## config.mk

```make
export PLATFORM = sky130hd
export DESIGN_NAME = vibration_pattern_sequencer
export DESIGN_NICKNAME = d
export VERILOG_FILES = /design/src/vps_pkg.sv /design/src/vps_seq.sv /design/src/vibration_pattern_sequencer.sv
export SDC_FILE = /design/constraint.sdc
export NUM_CORES = 1
export LEC_CHECK = 0
export BUFFER_PORTS_ARGS = -buffer_cell sky130_fd_sc_hd__buf_2
export CAP_MARGIN = 20
export CORE_MARGIN = 8
export CORE_UTILIZATION = 51
export DETAILED_ROUTE_END_ITERATION = 8
export HOLD_SLACK_MARGIN = 0.1
export PLACE_DENSITY_LB_ADDON = 0.3
export SYNTH_ARGS = -nofsm -noshare
export SYNTH_HDL_FRONTEND = slang
export SYNTH_SLANG_ARGS = --single-unit
export TNS_END_PERCENT = 10
```

## constraint.sdc

```tcl
create_clock -name clk -period 4.2 [get_ports clk]
set_clock_uncertainty 0.15 [all_clocks]
set_input_delay 0.21 -clock clk [delete_from_list [all_inputs] [get_ports clk]]
set_output_delay 0.21 -clock clk [all_outputs]
set_load 0.03 [all_outputs]
```

## src/vps_pkg.sv

```systemverilog
// Shared types and command codes for the vibration pattern sequencer.
package vps_pkg;

  localparam int unsigned CntW = 8;
  localparam int unsigned TotW = 32;
  localparam int unsigned CmdW = 3;

  typedef enum logic [CmdW-1:0] {
    CMD_TICK      = 3'd0,
    CMD_ADD       = 3'd1,
    CMD_DELETE    = 3'd2,
    CMD_FORCE_ON  = 3'd3,
    CMD_FORCE_OFF = 3'd4
  } cmd_t;

  typedef struct packed {
    logic [CmdW-1:0] cmd;
    logic [CntW-1:0] burst_count;
    logic            counted_mode;
    logic [CntW-1:0] on_ticks;
    logic [CntW-1:0] gap_ticks;
  } item_t;

  typedef struct packed {
    logic            motor_enable;
    logic            pattern_pending;
    logic [TotW-1:0] on_tick_total;
    logic [TotW-1:0] start_total;
    logic            clear_mode_pulse;
  } res_t;

  typedef struct packed {
    logic            staged_active;
    logic            staged_changed;
    logic            staged_ended;
    logic            staged_mode;
    logic [CntW-1:0] staged_bursts;
    logic [CntW-1:0] staged_on;
    logic [CntW-1:0] staged_gap;
    logic            run_active;
    logic            run_ended;
    logic            run_mode;
    logic [CntW-1:0] run_bursts;
    logic [CntW-1:0] run_on_len;
    logic [CntW-1:0] run_gap_len;
    logic [CntW-1:0] run_on_left;
    logic [CntW-1:0] run_gap_left;
    logic            was_on;
    logic            pin_level;
    logic [TotW-1:0] on_ticks_count;
    logic [TotW-1:0] starts_count;
  } state_t;

endpackage

```

## src/vps_seq.sv

```systemverilog
// Pattern state registers and the per-item next-state logic.
module vps_seq (
  input  logic          clk,
  input  logic          rst_n,
  input  logic          step_en,
  input  vps_pkg::item_t item,
  output vps_pkg::res_t  res
);
  import vps_pkg::*;

  state_t st_r;
  state_t st_nxt;
  logic   pulse;

  always_comb begin
    st_nxt = st_r;
    pulse  = 1'b0;
    case (item.cmd)
      CMD_TICK: begin
        if (st_nxt.staged_changed) begin
          st_nxt.staged_changed = 1'b0;
          st_nxt.run_active     = st_nxt.staged_active;
          st_nxt.run_ended      = st_nxt.staged_ended;
          st_nxt.run_mode       = st_nxt.staged_mode;
          st_nxt.run_bursts     = st_nxt.staged_bursts;
          st_nxt.run_on_len     = st_nxt.staged_on;
          st_nxt.run_gap_len    = st_nxt.staged_gap;
          st_nxt.run_on_left    = st_nxt.staged_on;
          st_nxt.run_gap_left   = st_nxt.staged_gap;
        end
        if (st_nxt.run_active) begin
          if (st_nxt.was_on) begin
            st_nxt.on_ticks_count = st_nxt.on_ticks_count + TotW'(1);
          end
          if (st_nxt.run_on_left != '0) begin
            st_nxt.run_on_left = st_nxt.run_on_left - CntW'(1);
            st_nxt.pin_level   = 1'b1;
            if (!st_nxt.was_on) begin
              st_nxt.starts_count = st_nxt.starts_count + TotW'(1);
            end
            st_nxt.was_on = 1'b1;
          end else begin
            st_nxt.pin_level = 1'b0;
            st_nxt.was_on    = 1'b0;
            if (st_nxt.run_gap_left != '0) begin
              st_nxt.run_gap_left = st_nxt.run_gap_left - CntW'(1);
              if (st_nxt.run_gap_left == '0) begin
                st_nxt.run_gap_left = st_nxt.run_gap_len;
                st_nxt.run_on_left  = st_nxt.run_on_len;
                if (st_nxt.run_mode && st_nxt.run_bursts != '0) begin
                  st_nxt.run_bursts = st_nxt.run_bursts - CntW'(1);
                  if (st_nxt.run_bursts == '0) begin
                    // burst count used up: end pattern
                    st_nxt.staged_active  = 1'b0;
                    st_nxt.staged_mode    = 1'b0;
                    st_nxt.staged_bursts  = '0;
                    st_nxt.staged_on      = '0;
                    st_nxt.staged_gap     = '0;
                    st_nxt.staged_ended   = 1'b1;
                    st_nxt.staged_changed = 1'b1;
                    st_nxt.was_on         = 1'b0;
                  end
                end
              end
            end else begin
              // zero gap: end pattern
              st_nxt.staged_active  = 1'b0;
              st_nxt.staged_mode    = 1'b0;
              st_nxt.staged_bursts  = '0;
              st_nxt.staged_on      = '0;
              st_nxt.staged_gap     = '0;
              st_nxt.staged_ended   = 1'b1;
              st_nxt.staged_changed = 1'b1;
              st_nxt.was_on         = 1'b0;
            end
          end
        end else if (st_nxt.run_ended) begin
          st_nxt.pin_level = 1'b0;
          st_nxt.run_ended = 1'b0;
          st_nxt.was_on    = 1'b0;
          pulse            = 1'b1;
        end
      end
      CMD_ADD: begin
        st_nxt.staged_bursts  = item.burst_count;
        st_nxt.staged_mode    = item.counted_mode;
        st_nxt.staged_on      = item.on_ticks;
        st_nxt.staged_gap     = item.gap_ticks;
        st_nxt.staged_active  = 1'b1;
        st_nxt.staged_ended   = 1'b1;
        st_nxt.staged_changed = 1'b1;
      end
      CMD_DELETE: begin
        st_nxt.staged_active  = 1'b0;
        st_nxt.staged_mode    = 1'b0;
        st_nxt.staged_bursts  = '0;
        st_nxt.staged_on      = '0;
        st_nxt.staged_gap     = '0;
        st_nxt.staged_ended   = 1'b1;
        st_nxt.staged_changed = 1'b1;
        st_nxt.was_on         = 1'b0;
      end
      CMD_FORCE_ON, CMD_FORCE_OFF: begin
        // both patterns cleared; staged_changed and was_on kept
        st_nxt.staged_active = 1'b0;
        st_nxt.staged_ended  = 1'b0;
        st_nxt.staged_mode   = 1'b0;
        st_nxt.staged_bursts = '0;
        st_nxt.staged_on     = '0;
        st_nxt.staged_gap    = '0;
        st_nxt.run_active    = 1'b0;
        st_nxt.run_ended     = 1'b0;
        st_nxt.run_mode      = 1'b0;
        st_nxt.run_bursts    = '0;
        st_nxt.run_on_len    = '0;
        st_nxt.run_gap_len   = '0;
        st_nxt.run_on_left   = '0;
        st_nxt.run_gap_left  = '0;
        st_nxt.pin_level     = (item.cmd == CMD_FORCE_ON);
      end
      default: begin
      end
    endcase
  end

  always_comb begin
    res.motor_enable     = st_nxt.pin_level;
    res.pattern_pending  = st_nxt.staged_active;
    res.on_tick_total    = st_nxt.on_ticks_count;
    res.start_total      = st_nxt.starts_count;
    res.clear_mode_pulse = pulse;
  end

  always_ff @(posedge clk) begin
    if (!rst_n) begin
      st_r <= '0;
    end else if (step_en) begin
      st_r <= st_nxt;
    end
  end

endmodule

```

## src/vibration_pattern_sequencer.sv

```systemverilog
// Top level of the vibration pattern sequencer: input register, state, result register.
//
// Usage:
//  - Input channel (in_*): one command item per handshake: tick, add pattern,
//    delete pattern, force on, force off. Accepted when in_valid is high and
//    in_stall is low at a rising edge of clk.
//  - Result channel (out_*): exactly one result item per input item, in order,
//    carrying the motor pin level, pending flag, the two wrapping totals and
//    the clear-mode pulse.
//  - Path: an accepted item is registered in the input register, processed through the
//    single-pass next-state logic and captured in the result register, which
//    raises out_valid.
//  - Throughput: one item per cycle while no result is stalled; the input register and result register
//    form a two-stage pipeline, so a new item is taken while a result waits.
//  - Stalls: while out_stall holds a result, the pipeline stops moving and
//    in_stall rises once the input register is also full. Nothing is dropped.
//  - Reset (rst_n low, synchronous): both patterns, the pin, the totals and
//    both valid flags clear; payload registers are left as they are.
module vibration_pattern_sequencer (
  input  logic                       clk,
  input  logic                       rst_n,
  input  logic                       in_valid,
  output logic                       in_stall,
  input  logic [vps_pkg::CmdW-1:0]   in_cmd,
  input  logic [vps_pkg::CntW-1:0]   in_burst_count,
  input  logic                       in_counted_mode,
  input  logic [vps_pkg::CntW-1:0]   in_on_ticks,
  input  logic [vps_pkg::CntW-1:0]   in_gap_ticks,
  output logic                       out_valid,
  input  logic                       out_stall,
  output logic                       out_motor_enable,
  output logic                       out_pattern_pending,
  output logic [vps_pkg::TotW-1:0]   out_on_tick_total,
  output logic [vps_pkg::TotW-1:0]   out_start_total,
  output logic                       out_clear_mode_pulse
);
  import vps_pkg::*;

  logic  in_vld_r;
  item_t item_r;
  logic  out_vld_r;
  res_t  res_r;
  res_t  res_nxt;
  logic  advance;
  logic  step_en;

  // Pipeline moves when the result register is empty or being taken.
  assign advance  = !out_vld_r || !out_stall;
  assign step_en  = in_vld_r && advance;
  assign in_stall = in_vld_r && !advance;

  // Input register
  always_ff @(posedge clk) begin
    if (!rst_n) begin
      in_vld_r <= 1'b0;
    end else if (!in_stall) begin
      in_vld_r <= in_valid;
    end
  end

  always_ff @(posedge clk) begin
    if (in_valid && !in_stall) begin
      item_r.cmd          <= in_cmd;
      item_r.burst_count  <= in_burst_count;
      item_r.counted_mode <= in_counted_mode;
      item_r.on_ticks     <= in_on_ticks;
      item_r.gap_ticks    <= in_gap_ticks;
    end
  end

  // Pattern state and next-state logic
  vps_seq u_seq (
    .clk   (clk),
    .rst_n (rst_n),
    .step_en(step_en),
    .item  (item_r),
    .res   (res_nxt)
  );

  // Result register
  always_ff @(posedge clk) begin
    if (!rst_n) begin
      out_vld_r <= 1'b0;
    end else if (advance) begin
      out_vld_r <= in_vld_r;
    end
  end

  always_ff @(posedge clk) begin
    if (step_en) begin
      res_r <= res_nxt;
    end
  end

  assign out_valid            = out_vld_r;
  assign out_motor_enable     = res_r.motor_enable;
  assign out_pattern_pending  = res_r.pattern_pending;
  assign out_on_tick_total    = res_r.on_tick_total;
  assign out_start_total      = res_r.start_total;
  assign out_clear_mode_pulse = res_r.clear_mode_pulse;

  // A pattern end always leaves the motor off.
  a_pulse_motor_off: assert property (@(posedge clk) disable iff (!rst_n)
    out_vld_r && res_r.clear_mode_pulse |-> !res_r.motor_enable)
    else $error("clear-mode pulse with motor on");

  // An end is only reported once nothing is staged.
  a_pulse_not_pending: assert property (@(posedge clk) disable iff (!rst_n)
    out_vld_r && res_r.clear_mode_pulse |-> !res_r.pattern_pending)
    else $error("clear-mode pulse with pattern pending");

  // Back-pressure only when the input register holds an item.
  a_stall_full: assert property (@(posedge clk) disable iff (!rst_n)
    in_stall |-> in_vld_r && out_vld_r)
    else $error("input stalled with room in the pipeline");

  // Start total moves by at most one per processed item.
  a_start_step: assert property (@(posedge clk) disable iff (!rst_n)
    out_vld_r && !out_stall && step_en |=>
      (res_r.start_total == $past(res_r.start_total)) ||
      (res_r.start_total == $past(res_r.start_total) + TotW'(1)))
    else $error("start total jumped");

endmodule

```

### After elaboration in Yosys (flattened, before gate mapping)

Index checks and enable logic that the tools add are counted.

| cells by class | value |
|---|---|
| add/subtract/negate cells | 5 |
| $mul | 0 |
| div/mod/pow operators | 0 |
| $lt $le $gt $ge | 0 |
| equality and inequality tests | 10 |
| shifts and indexed selects | 0 |
| mux-type cells | 35 |
| bitwise gates (word level) | 1 |
| reductions and logical operators | 27 |

Operators by type and width:

| cell | count |
|---|---|
| 28-bit 2-to-1 mux | 6 |
| 64-bit 2-to-1 mux | 2 |
| 26-bit one-hot mux with 4 select lines | 1 |
| 32-bit 2-to-1 mux | 3 |
| 43-bit 2-to-1 mux | 2 |
| 43-bit one-hot mux with 2 select lines | 1 |
| 32-bit by 1-bit adder with 32-bit output, second input constant | 2 |
| 8-bit 2-to-1 mux | 7 |
| 16-bit 2-to-1 mux | 2 |
| 8-bit nonzero test | 3 |
| 8-bit by 1-bit subtractor with 8-bit output, second input constant | 3 |
| 17-bit 2-to-1 mux | 1 |
| 8-bit zero test | 2 |
| 3-bit != test, second input constant | 4 |
| 7-bit AND reduction | 1 |
| 3-bit by 2-bit == test with 1-bit output, second input constant | 2 |
| 2-bit 2-to-1 mux | 3 |
| 1-bit one-hot mux with 2 select lines | 3 |
| 2-bit nonzero test | 3 |
| 2-bit OR reduction | 3 |
| 1-bit logical AND | 4 |
| 1-bit zero test | 4 |
| 2-bit != test, second input constant | 2 |
| 2-bit AND reduction | 2 |
| other kinds (10) | 12 |

| storage, ports and cells | value |
|---|---|
| bits in registers | 234 |
| latch bits | 0 |
| memory bits (writable) | 0 |
| memory bits (read-only) | 0 |
| bits of input ports | 32 |
| output and inout port bits | 69 |
| word-level logic and storage cells | 109 |
| memories | 0 |

### Depth between registers and ports, before layout

Gate-level depths: netlist (run 1).

| logic depth | value |
|---|---|
| depth in word-level cells | 11 |
| depth in mapped cells | 18 |
| gate-level depth less buffers | 9 |

### Hierarchy

A second synthesis (run 1) with hierarchy kept.

| second synthesis, totals | value |
|---|---|
| cells, all modules | 1193 |
| area, all modules | 11877.6 um2 |

By module, submodules not included:

| module | instances | cells an instance | area an instance (um2) |
|---|---|---|---|
| vps_seq | 1 | 1090 | 8941.1 |
| vibration_pattern_sequencer | 1 | 103 | 2936.6 |

### Least setup slack after synthesis (run 1)

No wires, ideal clock.

| path | value |
|---|---|
| kind | register to register |
| start point | register u_seq.st_r[135] (netlist bit) |
| end point | register u_seq.st_r[109] (netlist bit) |
| data arrival time | 3764 ps |
| required time | 3930 ps |
| slack | 166 ps |
| stages on the path, launching flop included | 19 |
| buffers on the path | 9 |
| clock period less this slack | 4034 ps |
| cell sequence | dfxtp_1 > buf_6 > buf_8 > buf_4 > buf_4 > buf_2 > buf_2 > buf_2 > mux2i_1 > ha_1 > nor2b_1 > o32a_1 > o32a_1 > a2111oi_4 > a211oi_1 > or2_1 > buf_6 > buf_6 > mux2i_1 |

| on the way | value |
|---|---|
| cells in the longest elaborated chain, start to end | 7 |
| elaborated cells between the ends (all ways) | 20 |
| classes of those cells | add/sub: 2; eq/ne: 5; mux: 6; reduce/logical: 7 |

Ends and longest elaborated chain:

| what | line | RTL |
|---|---|---|
| from (decl) | vps_seq.sv:11 | `state_t st_r;` |
| from (signal assigned) | vps_seq.sv:138 | `st_r <= st_nxt;` |
| 43-bit 2-to-1 mux (*) | vps_seq.sv:20 | `if (st_nxt.staged_changed) begin` |
| 43-bit 2-to-1 mux (*) | vps_seq.sv:18 | `case (item.cmd)` |
| parallel branches: the longest is 5 deep, another holds 8-bit by 1-bit subtractor with 8-bit output | - |  |

Mark *: on every way between the ends. The select of a mux whose other input is x is not followed.
A chain may end at the register's enable or synchronous reset.

### Final worst setup path (run 1)

| path | value |
|---|---|
| start point | register item_r[27] (netlist bit) |
| end point | register u_seq.st_r[62] (netlist bit) |

| on the way | value |
|---|---|
| cells in the longest elaborated chain, start to end | 2 |

Ends and longest elaborated chain:

| what | line | RTL |
|---|---|---|
| from (decl) | vibration_pattern_sequencer.sv:40 | `item_t item_r;` |
| 3-bit zero test | vps_seq.sv:18 |  |
| 64-bit 2-to-1 mux | vps_seq.sv:18 |  |

No other way between the ends.

==> impl_metrics.ini, run 1 <==
[status]
status = completed

[cells_and_area]
finish.net_count = 1285
postLayoutCellArea_um2 = 13400
synthToLayoutAreaGrowth_pct = 17.0
final_cell_count_no_fill = 1551
drive_gt1_share_pct = 16.0
antenna_cells = 0

[logic_synthesis]
postSynthAreaPerCell_um2 = 10.1
postSynth.topFlopCell = sky130_fd_sc_hd__dfxtp_1
netlist_top_cells_area = sky130_fd_sc_hd__edfxtp_1 (25%), sky130_fd_sc_hd__dfxtp_1 (24%), sky130_fd_sc_hd__mux2i_1 (4.7%)
netlist.top_cell.by_area = sky130_fd_sc_hd__edfxtp_1
synth_top_cell_area_share_pct = 24.9
synth-warning-count = 0
synth-async-reset-ratio_pct = 0
synth.ff_latch_count = 234
synth_area_um2 = 11500
yosysMostFrequentCell = sky130_fd_sc_hd__dfxtp_1
synthCells = 1134
synth.top_cells.by_count = sky130_fd_sc_hd__dfxtp_1 (139), sky130_fd_sc_hd__nand2_1 (135), sky130_fd_sc_hd__edfxtp_1 (95)
synthesis.nets = 1173
seq_area_frac_synth_pct = 49.2
synth.distinct_cells = 72
synth_enable_flop_cells = 95

[grt]
grt_first_pass_wirelength_mm = 40.2
grt_antenna_before_repair = 0
global_route.usage.total_pct = 17.1
first_global_vias = 8106
grt_start_max_net_pins = 63
global_route.overflow_total = 0

[route]
drtAntennaViolNets = 0
finalWirelength_mm = 24.4
avgRoutedWirePerCell_um = 15.7
via_count = 8492
first_pass_iters = 5
first_iter_violations = 572
route.detailed.drc = 0
route.detailed.vias_per_inst = 5.48

[place]
post-place-cells = 1472
dp_area_um2 = 12100
buffer_ports.inserted = 100
place_hpwl_mm = 16.2
routabilityCongestion = 0.910

[cts]
path_clk_slew_ns = 0.06
postCtsSetupBuffers = 0
cts_buffers = 26
cts-root-to-sink-buffers = 3
htree_levels = 1
cts_sinks = 234
postCtsHoldBufs = 31
tritoncts_clock_tree = built
number_of_gates_resized_after_cts = 0
clockRootBuffer = sky130_fd_sc_hd__clkbuf_16
clock_insertion_delay_at_the_later_pin_of_the_skew_report_ns = 0.54

[worst_setup_path]
critical_path_required_ns = 4.46
critical_path.reg2reg.startpoint = item_r[27]
cp.arrival_ns = 3.85
startpoint = item_r[27]
largest_driver_fanout_on_the_critical_path = 11
worstSetupStartpointType = register
reg2reg_depth = 7
path_class = reg -> reg
regToRegSetupSlack_ns = 0.62
cp-end-kind = register

[floorplanning]
placementRows = 55
initial_standard_cell_utilization_of_the_core_pct = 51.2
fp.dieArea_um2 = 27500
die_width_um = 166
die_y_um = 166
design.core.area_um2 = 22400
num_io_pins = 101

[timing]
period_minus_ws_final_ns = 3.58
rel_slew_slack_pct = 36.9
setup_viol = 0
worst_pin_slew_ns = 0.947
fin_tns_setup_ns = 0
final.period_utilization_pct = 85.3
finalHoldViolCount = 0
count_of_final_max_slew_check_failures = 0
unrepaired_setup_endpoints_after_global_routing = false
maxClockFrequency_ghz = 0.279

[worst_hold_path]
min_path_type = in -> reg
worst_hold_path.num_cells = 3
min-delay-start = rst_n

[pwr]
vdd.ir_drop.worst_mv = 0.337
power_per_cell_area_nw_per_um2 = 390
leakagePower_nw = 5.01

[run]
drv.max_cap_violation_count = 0
[per-stage QoR]
step	util, %	worst slack, ns	hold WS [ns]	power [mW]
after detailed placement	54.3	0.735	0.238	2.77
after global routing	59.9	0.380	0.147	5.41
after floorplan	-	0.166	0.159	2.69
after global placement	54.3	0.758	0.236	2.76
final	59.9	0.616	0.128	5.23
after CTS	59.9	0.683	0.116	5.28
[worst paths after layout]
path,endpoint
worst max-delay path,u_seq.st_r[62]
worst min-delay path,u_seq.st_r[128]
worst max register to register,u_seq.st_r[62]
worst min register to register,u_seq.st_r[127]
[critical path, cell delays in order (launching register included)]
cell,delay (ns)
sky130_fd_sc_hd__edfxtp_1,0.53
sky130_fd_sc_hd__nor3_1,0.81
sky130_fd_sc_hd__nand4_1,0.61
sky130_fd_sc_hd__nor4b_2,0.67
sky130_fd_sc_hd__nand2_1,0.22
sky130_fd_sc_hd__nor3_1,0.22
sky130_fd_sc_hd__xor2_1,0.09
sky130_fd_sc_hd__and2_1,0.15
[area by class of cell]
class,count,area (um2)
flip-flops and latches,234,5640
repair buffers,146,936
multi-input cells,827,5480
clock buffers,30,697
fillers,1886,8960
well taps,285,357
clock inverters,18,253
inverters,11,42.5
[sequential cells by signal, summed over array words and instances, names as in the netlist]
| register | flops |
|---|---|
| in_vld_r | 1 |
| item_r | 28 |
| out_clear_mode_pulse | 1 |
| out_motor_enable | 1 |
| out_on_tick_total | 32 |
| out_pattern_pending | 1 |
| out_start_total | 32 |
| out_valid | 1 |
| u_seq.st_r | 137 |
[placed cells by master, fill, tap and decap left out, drive strengths merged, types with 43 or more instances in the layout]
cell,n
and2,47
buf,115
dfxtp,139
edfxtp,95
mux2i,56
nand2,135
nor2,60
nor3,43
o21ai,50
xnor2,56
xor2,61
[cell families after synthesis]
kind of cell | Yosys count | share of synthesized area (%)
buffers and inverters | 73 | 2.94
flip-flops | 234 | 49.2
adder cells (fa/ha/maj) | 7 | 0.765
AND/OR/NAND/NOR | 454 | 20.6
AO/OA/AOI/OAI | 177 | 11.0
XOR/XNOR | 117 | 8.95
multiplexers | 72 | 6.53
[per-layer routing]
layer	GRT usage [%]	share of wire [%]	wire (um)	vias up
met5	0	0	0	-
met4	5.02	1.9	470	0
met3	3.14	5.3	1290	40
met2	28.6	46	11300	205
met1	22.2	47	11400	3974
li1	-	-	-	4273
[where the power goes]
| group | switching (mW) | internal [mW] |
|---|---|---|
| registers | 0.0217 | 2.42 |
| clock network | 0.933 | 1.56 |
| logic | 0.201 | 0.0997 |
| total | 1.16 | 4.08 |
(Power assumes the default switching activity.)
==> run 2: changes to the inputs <==
RECOVER_POWER = 50   (was default)
==> impl_metrics.ini, run 2 (same netlist as run 1, synthesis figures left out) <==
[status]
status = completed

[cts]
tritoncts_clock_tree = built
path_clk_slew_ns = 0.06
number_of_gates_resized_after_cts = 0
htree_levels = 1
clockRootBuffer = sky130_fd_sc_hd__clkbuf_16
clock_insertion_delay_at_the_later_pin_of_the_skew_report_ns = 0.54
cts_buffers = 26
cts_sinks = 234
cts-root-to-sink-buffers = 3

[place]
buffer_ports.inserted = 100
post-place-cells = 1472
routabilityCongestion = 0.910
place_hpwl_mm = 16.2

[worst_setup_path]
r2r_end = u_seq.st_r[31]
worstSetupStartpointType = register
path_class = reg -> reg
cp-end-kind = register
cp.arrival_ns = 3.85
reg2reg_depth = 8
largest_driver_fanout_on_the_critical_path = 51
critical_path_required_ns = 4.48
critical_path.reg2reg.startpoint = u_seq.st_r[135]
regToRegSetupSlack_ns = 0.62

[route]
route.detailed.drc = 0
route.detailed.vias_per_inst = 5.44
avgRoutedWirePerCell_um = 15.7
finalWirelength_mm = 24.4
drtAntennaViolNets = 0
via_count = 8442
first_iter_violations = 588
first_pass_iters = 8

[floorplanning]
die_width_um = 166
die_y_um = 166
design.core.area_um2 = 22400
placementRows = 55
num_io_pins = 101
initial_standard_cell_utilization_of_the_core_pct = 51.2
fp.dieArea_um2 = 27500

[run]
drv.max_cap_violation_count = 0

[pwr]
power_per_cell_area_nw_per_um2 = 392
power.switching_mw = 1.15
p_sw_share_pct = 22.1
leakagePower_nw = 4.84
fraction_of_power_consumed_by_the_clock_network_pct = 47.7
pwr-share-seq_pct = 46.7
power.combinational.fraction_pct = 5.6
vdd.ir_drop.worst_mv = 0.337
internal_power_mw = 4.07

[worst_hold_path]
worst_hold_path.endpoint = u_seq.st_r[128]
min_path_type = in -> reg
min-delay-start = rst_n
worst_hold_path.num_cells = 3

[timing]
unrepaired_setup_endpoints_after_global_routing = false
finalHoldViolCount = 0
final.period_utilization_pct = 85.1
setup_viol = 0
maxClockFrequency_ghz = 0.280
period_minus_ws_final_ns = 3.58
rel_slew_slack_pct = 2.58
count_of_final_max_slew_check_failures = 0
fin_tns_setup_ns = 0
worst_pin_slew_ns = 1.46

[cells_and_area]
largest_register_ffs = 137
drive_gt1_share_pct = 10.3
registers.top_by_ff_count = u_seq.st_r
synthToLayoutAreaGrowth_pct = 16.2
final.fill_count = 1929
layout_commonest_cell = sky130_fd_sc_hd__dfxtp_1
final_cell_count_no_fill = 1551
antenna_cells = 0
finish.net_count = 1285
most-common-layout-cells = sky130_fd_sc_hd__dfxtp_1 (138), sky130_fd_sc_hd__nand2_1 (135), sky130_fd_sc_hd__edfxtp_1 (95)
area_of_the_multi_input_gates_um2 = 5480
regArea_um2 = 5640

[grt]
first_global_vias = 8106
grt_start_max_net_pins = 63
global_route.usage.total_pct = 17.1
global_route.overflow_total = 0
grt_antenna_before_repair = 0
grt_first_pass_wirelength_mm = 40.2
[run 2: cell types whose count changed in the layout (fill, tap and decap cells not counted), sizes merged]
cell    previous run  this run
buf              115        44
clkbuf            30       101
[run 2: final cells by class]
cell class	instances	share of cell area, %
flip-flops and latches	234	42.4
clock buffers	30	5.24
inverters	11	0.320
multi-input cells	827	41.2
well taps	285	2.68
repair buffers	146	6.34
clock inverters	18	1.90
[run 2: through the flow]
| step | hold slack, ns | setup slack (ns) | cell area, um2 | utilization [%] | power (mW) |
|---|---|---|---|---|---|
| 2_1_floorplan | 0.159 | 0.166 | 11500 | - | 2.69 |
| 3_3_place_gp | 0.236 | 0.758 | 12100 | 54.3 | 2.76 |
| 3_5_place_dp | 0.238 | 0.735 | 12100 | 54.3 | 2.77 |
| 4_1_cts | 0.116 | 0.683 | 13400 | 59.9 | 5.28 |
| 5_1_grt | 0.147 | 0.369 | 13300 | 59.5 | 5.41 |
| 6_report | 0.126 | 0.625 | 13300 | 59.5 | 5.22 |
[run 2: worst max-delay path by stage]
stage                               start               to
after floorplan           u_seq.st_r[135]  u_seq.st_r[109]
after global placement    u_seq.st_r[135]   u_seq.st_r[25]
after detailed placement       item_r[27]   u_seq.st_r[60]
after CTS                      item_r[27]   u_seq.st_r[60]
after global routing      u_seq.st_r[135]   u_seq.st_r[31]
final                     u_seq.st_r[135]   u_seq.st_r[31]
[run 2: critical path, stage by stage (launching register included)]
cell,delay (ns)
sky130_fd_sc_hd__dfxtp_2,0.56
sky130_fd_sc_hd__buf_12,0.32
sky130_fd_sc_hd__nor3_1,0.13
sky130_fd_sc_hd__o221ai_1,0.65
sky130_fd_sc_hd__o2111ai_2,0.43
sky130_fd_sc_hd__nor4_4,0.68
sky130_fd_sc_hd__nand3_1,0.18
sky130_fd_sc_hd__xnor2_1,0.20
sky130_fd_sc_hd__and2_1,0.15
[run 2: repair_timing]
item,4_1_cts,5_1_grt
hold endpoints to repair,30,0
hold buffers,31,0
setup buffers,0,0
[run 2: per-layer routing]
metal / global-route usage, % / routed length [um] / share of wire [%] / up-vias
li1: - / - / - / 4274
met1: 22.2 / 11600 / 47 / 3949
met2: 28.6 / 11200 / 46 / 179
met3: 3.14 / 1190 / 4.9 / 40
met4: 5.02 / 478 / 2.0 / 0
met5: 0 / 0 / 0 / -
[run 2: power by group through the flow]
| stage | sequential (mW) | combinational [mW] | clock [mW] |
|---|---|---|---|
| 5_1_grt | 2.44 | 0.312 | 2.65 |
| 4_1_cts | 2.44 | 0.302 | 2.54 |
| 6_report | 2.44 | 0.291 | 2.49 |
| 2_1_floorplan | 2.55 | 0.136 | 0 |
| 3_5_place_dp | 2.49 | 0.279 | 0 |
| 3_3_place_gp | 2.49 | 0.277 | 0 |
